## src/sv/pbpa_div.sv

```systemverilog
module pbpa_div #(
    parameter int W = 17
) (
    input  logic         clk,
    input  logic         rst_n,
    input  logic         start,
    input  logic [W-1:0] dividend,
    input  logic [W-1:0] divisor,
    output logic [W-1:0] quotient,
    output logic         done
);

    localparam int CW = $clog2(W + 1);

    logic [CW-1:0] cnt_reg;
    logic          done_reg;
    logic [W-1:0]  quo_reg;
    logic [W-1:0]  rem_reg;
    logic [W-1:0]  div_reg;

    logic [W:0]    rem_shift;
    logic [W:0]    diff;

    // restoring division, one quotient bit per cycle
    assign rem_shift = {rem_reg, quo_reg[W-1]};
    assign diff      = rem_shift - {1'b0, div_reg};

    always_ff @(posedge clk or negedge rst_n)
    begin
        if (!rst_n)
        begin
            cnt_reg  <= '0;
            done_reg <= 1'b0;
        end
        else
        begin
            done_reg <= 1'b0;
            if (start)
            begin
                cnt_reg <= CW'(W);
            end
            else if (cnt_reg != '0)
            begin
                cnt_reg <= cnt_reg - 1'b1;
                if (cnt_reg == CW'(1))
                begin
                    done_reg <= 1'b1;
                end
            end
        end
    end

    always_ff @(posedge clk)
    begin
        if (start)
        begin
            quo_reg <= dividend;
            rem_reg <= '0;
            div_reg <= divisor;
        end
        else if (cnt_reg != '0)
        begin
            if (!diff[W])
            begin
                rem_reg <= diff[W-1:0];
                quo_reg <= {quo_reg[W-2:0], 1'b1};
            end
            else
            begin
                rem_reg <= rem_shift[W-1:0];
                quo_reg <= {quo_reg[W-2:0], 1'b0};
            end
        end
    end

    assign quotient  = quo_reg;
    assign done      = done_reg;

endmodule

```

## config.mk

```make
export PLATFORM = sky130hd
export DESIGN_NAME = pbpa_div
export DESIGN_NICKNAME = d
export VERILOG_FILES = /design/src/sv/pbpa_div.sv
export SDC_FILE = /design/constraint.sdc
export NUM_CORES = 1
export LEC_CHECK = 0
export ABC_AREA = 1
export BUFFER_PORTS_ARGS = -buffer_cell sky130_fd_sc_hd__buf_2
export CORE_MARGIN = 1.5
export CORE_UTILIZATION = 45
export CTS_CLUSTER_SIZE = 14
export DETAILED_ROUTE_END_ITERATION = 16
export PLACE_DENSITY_LB_ADDON = 0.3
export SETUP_SLACK_MARGIN = 0.1
export SYNTH_ARGS = -nofsm -noshare
export SYNTH_HDL_FRONTEND = slang
export SYNTH_SLANG_ARGS = --single-unit
```

## constraint.sdc

```tcl
create_clock -name clk -period 2 [get_ports clk]
set_clock_uncertainty 0.15 [all_clocks]
set_input_delay 0.1 -clock clk [delete_from_list [all_inputs] [get_ports clk]]
set_output_delay 0.1 -clock clk [all_outputs]
set_load 0.005 [all_outputs]
```

# Yosys cells after proc, flatten, opt, wreduce, memory -nomap -nowiden
# Index checks and enable logic that the tools add are counted.
[word_totals]
ff_bits = 57
in_bits = 37
output_inout_bits = 18
word_cells = 19
[classes]
addsub = 2
eq_ne = 1
n_mux = 9
n_reduce_logical = 2
[ops]
columns = ["cell", "count"]
rows = [
  ["2-to-1 mux 17 bit", 3],
  ["subtractor 18 x 17 -> 18 bit", 1],
  ["2-to-1 mux 5 bit", 2],
  ["equality test 5 x 1 -> 1 bit (second input constant)", 1],
  ["nonzero test 5 bit", 1],
  ["subtractor 5 x 1 -> 5 bit (second input constant)", 1],
  ["2-to-1 mux 1 bit", 4],
  ["nonzero test 2 bit", 1],
]

# Longest topological paths before layout
# Gate-level depths: netlist (run 1).
[logic_depth]
depth_word = 4
mapped_depth = 16

# Worst setup path before layout (run 1)
# Ideal clock, no wire load.
[synth_path]
path_kind = "register -> register"
startpoint = "register quo_reg[16] (netlist: quotient[16])"
endpoint = "register rem_reg[12]"
setup_ns = 0.109
t_arrival_ns = 1.773
path_slack_ns = -0.032
stages_incl_launch_ff = 15
period_less_slack_ns = 2.032
cell_sequence = "edfxtp_1 > inv_1 > ha_1 > fa_1 > inv_1 > nand2_1 > nand2_1 > and2_1 > nand3_1 > nand4_1 > nand2_1 > nand3_2 > nand3_1 > nand2_1 > inv_1"
[synth_between]
elab_chain_len = 2
[synth_lines]
columns = ["element", "line_no", "rtl"]
rows = [
  ["start: declaration", "17", "logic [W-1:0] quo_reg;"],
  ["start signal: assignment", "57", "quo_reg <= dividend;"],
  ["start signal: assignment", "66", "quo_reg <= {quo_reg[W-2:0], 1'b1};"],
  ["start signal: assignment", "71", "quo_reg <= {quo_reg[W-2:0], 1'b0};"],
  ["subtractor 18 x 17 -> 18 bit", "26", "assign diff = rem_shift - {1'b0, div_reg};"],
  ["2-to-1 mux 17 bit", "63", "if (!diff[W])"],
  ["end signal: assignment", "65", "rem_reg <= diff[W-1:0];"],
  ["end signal: assignment", "70", "rem_reg <= rem_shift[W-1:0];"],
  ["end: declaration", "18", "logic [W-1:0] rem_reg;"],
]
# No other way between the ends.
# A chain may end at the register's enable or synchronous reset.

# Worst setup path after layout (run 1)
[layout_path]
startpoint = "register div_reg[0]"
endpoint = "register rem_reg[16]"
[layout_between]
elab_chain_len = 2
[layout_lines]
columns = ["element", "line_no", "rtl"]
rows = [
  ["start: declaration", "19", "logic [W-1:0] div_reg;"],
  ["start signal: assignment", "59", "div_reg <= divisor;"],
  ["subtractor 18 x 17 -> 18 bit", "26", ""],
  ["2-to-1 mux 17 bit", "63", ""],
]
# No other way between the ends.

==> results.json, run 1 <==
{
  "place_congestion": 0.9693,
  "violations": "setup timing",
  "routedWlPerCell_um": 14.22,
  "endpoint_kind": "flop",
  "worstMarginPinSlew_ns": 0.4112,
  "met3_length_um": 640,
  "final-hold-violation-count": 0,
  "max_cap_viol_count": 0,
  "slew_headroom_pct": 72.59,
  "yosys_warnings": 0,
  "ys.flop_type": "edfxtp_1",
  "layout-drive-gt1-share_pct": 37.26,
  "async_reset_ff_share_pct": 10.53,
  "crit_top_cell": "nand2_2",
  "crit_slowest_cell": "edfxtp_1",
  "drc": 0,
  "leakage_uw": 0.003008,
  "synth-edff-count": 34,
  "irDropWorstVdd_uv": 512.1,
  "root_buffer": "clkbuf_8",
  "clockBufferDepth": 2,
  "dpl.hpwl_um": 7112,
  "met1Wirelength_um": 4846,
  "routed.top_layer": "met4",
  "drt_wl_total_um": 11150,
  "crit_buf_inv": 2,
  "setup-tns-final_ns": -0.8259,
  "core-area_um2": 8299,
  "io_pins": 55,
  "cp_max_fo": 3,
  "die_h_um": 96.07,
  "syn-num-nets": 580,
  "finalCriticalPeriod_ns": 2.115,
  "fin_total_pwr_uw": 5848,
  "ys_types": 35,
  "num_vias": 3979,
  "drtAntennaViolNets": 0,
  "dr.pass1.iters": 5,
  "fin_nets": 732,
  "met2_length_um": 5387,
  "cts_made_buffers": 9,
  "cp-startpoint": "div_reg[0]$_DFFE_PP_",
  "synth-seq-area-share_pct": 38.78,
  "required_ns": 2.09,
  "die_w_um": 96.07,
  "setup_viol": 18,
  "io_buffers": 54,
  "drv_slew": 0,
  "fmax_mhz": 472.8,
  "ys_ff_latch": 57,
  "powerDensity_nw_per_um2": 1016,
  "nFillCells": 624,
  "viasPerCell": 5.075,
  "cp_top_family": "simple AND/OR/NAND/NOR gates",
  "drt_iter0_drc": 193,
  "fin_crit_sh_pct": 105.7,
  "netlist_instances": 522,
  "htreeDepth": 3,
  "worstSetupPathType": "reg -> reg",
  "avgSynthCellArea_um2": 7.466,
  "crit_chain": "ha_4 -> fa_2 -> inv_2 -> nand2_2 -> nand2_2 -> nand3_2 -> nand2_2 -> nand2_2 -> nand3_1 -> nand2_1 -> nand3_2 -> nand3_1 -> nand2_1 -> inv_1",
  "globalRouteTotalUtil_pct": 25.89,
  "worstSetupStartpointType": "flop",
  "min_from": "start",
  "rsz0062_at_grt": "true",
  "row_count": 33,
  "cts_tree": "done",
  "r2r-start": "div_reg[0]$_DFFE_PP_",
  "die_area_um2": 9228,
  "timing.final.ws_setup_ns": -0.1149,
  "clock_latency_ns": 0.34,
  "arrival_ns": 2.21,
  "max_stage_delay_ns": 0.43,
  "grt_pass1_wl_um": 18060,
  "outcome": "finished with violations",
  "grt_pass1_vias": 4011,
  "antenna_found_initial": 0,
  "area_delta_synth_final_pct": 47.67,
  "cts_sinks": 57,
  "min_path_type": "in -> reg",
  "path_clk_slew_ns": 0.07,
  "diodes": 0,
  "start_util_pct": 46.96,
  "syn_area_um2": 3897,
  "grt_max_degree": 40,
  "overflow": 0
}
-- final cells by class --
type / instances / area [um^2] / area share [%]
inverter: 112 / 420.4 / 7.304
timing repair buffer: 154 / 1192 / 20.72
clock buffer: 11 / 131.4 / 2.283
tap: 105 / 131.4 / 2.283
clock inverter: 5 / 55.05 / 0.9565
sequential: 57 / 1514 / 26.30
multi-input combinational: 340 / 2311 / 40.15
-- report_power, final --
group / internal, uW / switching, uW / total (uW) / leakage (uW)
combinational: 1490 / 1630 / 3120 / 0.00235
sequential: 1460 / 189 / 1650 / 0.000567
clock: 575 / 503 / 1080 / 0.0000942
total: 3520 / 2320 / 5850 / 0.00301
-- synth_stat cells, types with 2 or more instances --
library cell  number  share of area (%)
inv_1            105                 10
nand3_1           52                6.7
xor2_1             7                1.6
o21ai_0           18                2.3
nand4_1            4               0.64
nand2_2            2               0.32
nand3_4            2               0.90
a21oi_1            8                1.0
nand2_1          165                 16
nand3_2           20                5.1
ha_1              20                6.4
nand2_4            4                1.2
dfrtp_1            6                3.9
and2_1             5               0.80
or2_2              2               0.32
clkbuf_1           7               0.67
inv_2              6               0.58
nor2_4             3               0.87
dfxtp_1           17                8.7
nor2_1            15                1.4
nor3_1             2               0.26
a31oi_1            3               0.48
buf_6              4                1.2
edfxtp_1          34                 26
-- cells in the final DEF (no fill, tap or decap), types with 15 or more instances in the layout --
master and n:
buf_2 54, buf_4 54, dfxtp_1 15, dlygate4sd3_1 36, edfxtp_1 34, ha_4 16
inv_1 91, inv_2 20, nand2_1 139, nand2_2 25, nand3_1 41, nand3_2 29
o21ai_0 18
-- final timing paths --
check                                            to  slack, ns  cells after the start
min reg2reg                  cnt_reg[3]$_DFFE_PN0P_       0.36                      1
max reg2reg                rem_reg[16]$_SDFFE_PP0P_      -0.11                     14
min in group asynchronous    cnt_reg[2]$_DFFE_PN0P_       0.54                      3
min                           div_reg[10]$_DFFE_PP_       0.07                      1
max in group asynchronous            done$_DFF_PN0_       0.95                      3
max                        rem_reg[16]$_SDFFE_PP0P_      -0.11                     14
-- cell families after synthesis --
logic type | Yosys count | synth area share [%]
AOI/OAI and AO/OA | 33 | 4.591
xor gates and xnor gates | 8 | 1.798
adders and majority gates | 21 | 6.934
buffers and inverters | 125 | 13.13
DFF | 57 | 38.78
and+or+nand+nor | 278 | 34.77
-- what timing repair did --
item | in CTS | in global routing
endpoints found under the hold margin | 40 | 0
endpoints found under the setup margin | 18 | 35
resized for setup | 52 | 30
hold buffers | 36 | 0
setup buffers | 4 | 0
cloned | 0 | 1
pin swaps | 28 | 28
-- worst reg2reg max path, cell delays in order (launching register included) --
cell and delay [ns]:
edfxtp_1 0.43, ha_4 0.20, fa_2 0.39, inv_2 0.09
nand2_2 0.05, nand2_2 0.07, nand3_2 0.07, nand2_2 0.12
nand2_2 0.07, nand3_1 0.07, nand2_1 0.07, nand3_2 0.06
nand3_1 0.08, nand2_1 0.08, inv_1 0.05
-- routing by layer --
layer	track usage (%)	up-vias
met5	0	-
met4	11.27	0
met3	5.687	26
met2	44.42	151
met1	30.94	1858
li1	-	1944
-- per-stage QoR --
stage               area, um^2  hold WS [ns]  util [%]  setup WS [ns]  instances
floorplan                 4018       -0.3456         -        0.04797        522
global placement          4796       -0.2173     57.79       -0.05314        727
detailed placement        4796       -0.2132     57.79        -0.1405        727
CTS                       5629       0.05125     67.83       -0.06476        783
global route              5756       0.06484     69.35        -0.2542        784
finish                    5756       0.06646     69.35        -0.1149        784
Power figures use the tool's default switching activity.
==> run 2, diff against run 1 <==
--- a/config.mk
+++ b/config.mk
@@ -12,7 +12,7 @@
 export CTS_CLUSTER_SIZE = 14
 export DETAILED_ROUTE_END_ITERATION = 16
 export PLACE_DENSITY_LB_ADDON = 0.3
-export SETUP_SLACK_MARGIN = 0.1
+export SETUP_SLACK_MARGIN = 0.3
 export SYNTH_ARGS = -nofsm -noshare
 export SYNTH_HDL_FRONTEND = slang
 export SYNTH_SLANG_ARGS = --single-unit
==> results.json, run 2 (synthesis results as in run 1) <==
{
  "finalNonFillerCells": 792,
  "start_util_pct": 46.96,
  "cts_made_buffers": 9,
  "cp-startpoint": "div_reg[0]$_DFFE_PP_",
  "drt_wl_total_um": 12030,
  "min_from": "start",
  "required_ns": 2.13,
  "nFillCells": 562,
  "multi_input_comb_area_um2": 2389,
  "worstSetupStartpointType": "flop",
  "fin_util_pct": 71.33,
  "antenna_found_initial": 0,
  "io_buffers": 54,
  "diodes": 0,
  "holdWs_ns": 0.05038,
  "leakage_uw": 0.003065,
  "setup-tns-final_ns": -2.434,
  "rsz0062_at_grt": "true",
  "finalCriticalPeriod_ns": 2.204,
  "worstSetupPathType": "reg -> reg",
  "overflow": 0,
  "htreeDepth": 3,
  "core-area_um2": 8299,
  "die_w_um": 96.07,
  "layout-drive-gt1-share_pct": 39.74,
  "irDropWorstVdd_uv": 551.1,
  "cp_max_fo": 2,
  "cp.depth": 11,
  "ff2ff_path_depth": 11,
  "slew_headroom_pct": 64.15,
  "crit_buf_inv": 3,
  "dpl.hpwl_um": 7280,
  "area_delta_synth_final_pct": 51.88,
  "crit_top_cell": "nand2_1",
  "setup_viol": 18,
  "path_clk_slew_ns": 0.07,
  "globalRouteTotalUtil_pct": 26.81,
  "grt_pass1_wl_um": 18910,
  "final_common_cell": "nand2_1",
  "endpoint_kind": "flop",
  "io_pins": 55,
  "violations": "setup timing",
  "cts_sinks": 57,
  "fmax_mhz": 453.8,
  "root_buffer": "clkbuf_8",
  "dr.pass1.iters": 5,
  "outcome": "finished with violations",
  "fin_crit_sh_pct": 110.2,
  "die_area_um2": 9228,
  "final_cell_mix": "137 x nand2_1, 90 x inv_1, 60 x buf_4, 54 x buf_2, 41 x nand3_2",
  "max_cap_viol_count": 0,
  "r2r-start": "div_reg[0]$_DFFE_PP_",
  "drtAntennaViolNets": 0,
  "fin_nets": 740,
  "drt_iter0_drc": 217,
  "cp_top_family": "adder cells",
  "worstMarginPinSlew_ns": 0.5371,
  "arrival_ns": 2.34,
  "num_vias": 4063,
  "grt_pass1_vias": 4057,
  "drv_slew": 0,
  "seq_area_um2": 1515,
  "die_h_um": 96.07,
  "crit_slowest_cell": "edfxtp_1",
  "powerDensity_nw_per_um2": 1039,
  "max_stage_delay_ns": 0.42,
  "row_count": 33,
  "routedWlPerCell_um": 15.19,
  "crit_chain": "ha_4 -> fa_2 -> inv_2 -> buf_4 -> nand2_1 -> nand3b_1 -> xor2_1 -> nand3_2 -> nand3_1 -> nand2_1 -> inv_1",
  "timing.final.ws_setup_ns": -0.2035,
  "viasPerCell": 5.130,
  "place_congestion": 0.9351,
  "dp_cells": 722,
  "clockBufferDepth": 2,
  "cts_tree": "done",
  "min_path_type": "in -> reg",
  "grt_max_degree": 40,
  "final-hold-violation-count": 0,
  "whs_path_depth": 1,
  "drc": 0,
  "clock_latency_ns": 0.34
}
-- run 2: cell types whose count changed in the layout (fill, tap and decap cells not counted), sizes merged --
cell      change
inv           -2
buf           +6
bufinv        +1
clkinvlp      +1
nand2         +2
-- run 2: layout make-up --
cell class                 instances  share of cell area (%)
sequential                        57                   25.60
inverter                         112                   7.144
tap                              105                   2.219
timing repair buffer             160                   21.12
multi-input combinational        342                   40.35
clock buffer                      11                   2.219
clock inverter                     5                   1.353
-- run 2: worst paths after layout --
check,slack [ns],endpoint
min in group asynchronous,0.53,cnt_reg[0]$_DFFE_PN0P_
setup / recovery,-0.20,rem_reg[6]$_SDFFE_PP0P_
max in group asynchronous,0.95,cnt_reg[2]$_DFFE_PN0P_
setup reg to reg,-0.20,rem_reg[6]$_SDFFE_PP0P_
hold / removal,0.05,div_reg[9]$_DFFE_PP_
hold reg to reg,0.37,cnt_reg[3]$_DFFE_PN0P_
-- run 2: what timing repair did --
item	in CTS	in global routing
buffers inserted	8	6
pin swaps	21	20
endpoints found under the setup margin	35	36
hold endpoints to repair	40	0
resized for setup	57	36
gates cloned	3	1
hold buffers	36	0
-- run 2: power by group --
group          internal [uW]  switching (uW)
clock                    701             519
combinational           1520            1750
sequential              1460             196
total                   3680            2470
-- run 2: stage by stage --
stage | worst slack, ns | area, um^2 | total power (uW)
2_1_floorplan | 0.04798 | 4081 | 3274
3_3_place_gp | -0.1262 | 4813 | 4142
3_5_place_dp | -0.1706 | 4813 | 4216
4_1_cts | -0.06606 | 5724 | 5879
5_1_grt | -0.3129 | 5919 | 6488
6_report | -0.2035 | 5919 | 6148
-- run 2: layer usage --
layer  GRT usage (%)  part of all wire, %
met3           5.608                  6.5
met2           46.01                   49
met5               0                    0
met1           33.12                   42
met4           9.436                  2.9
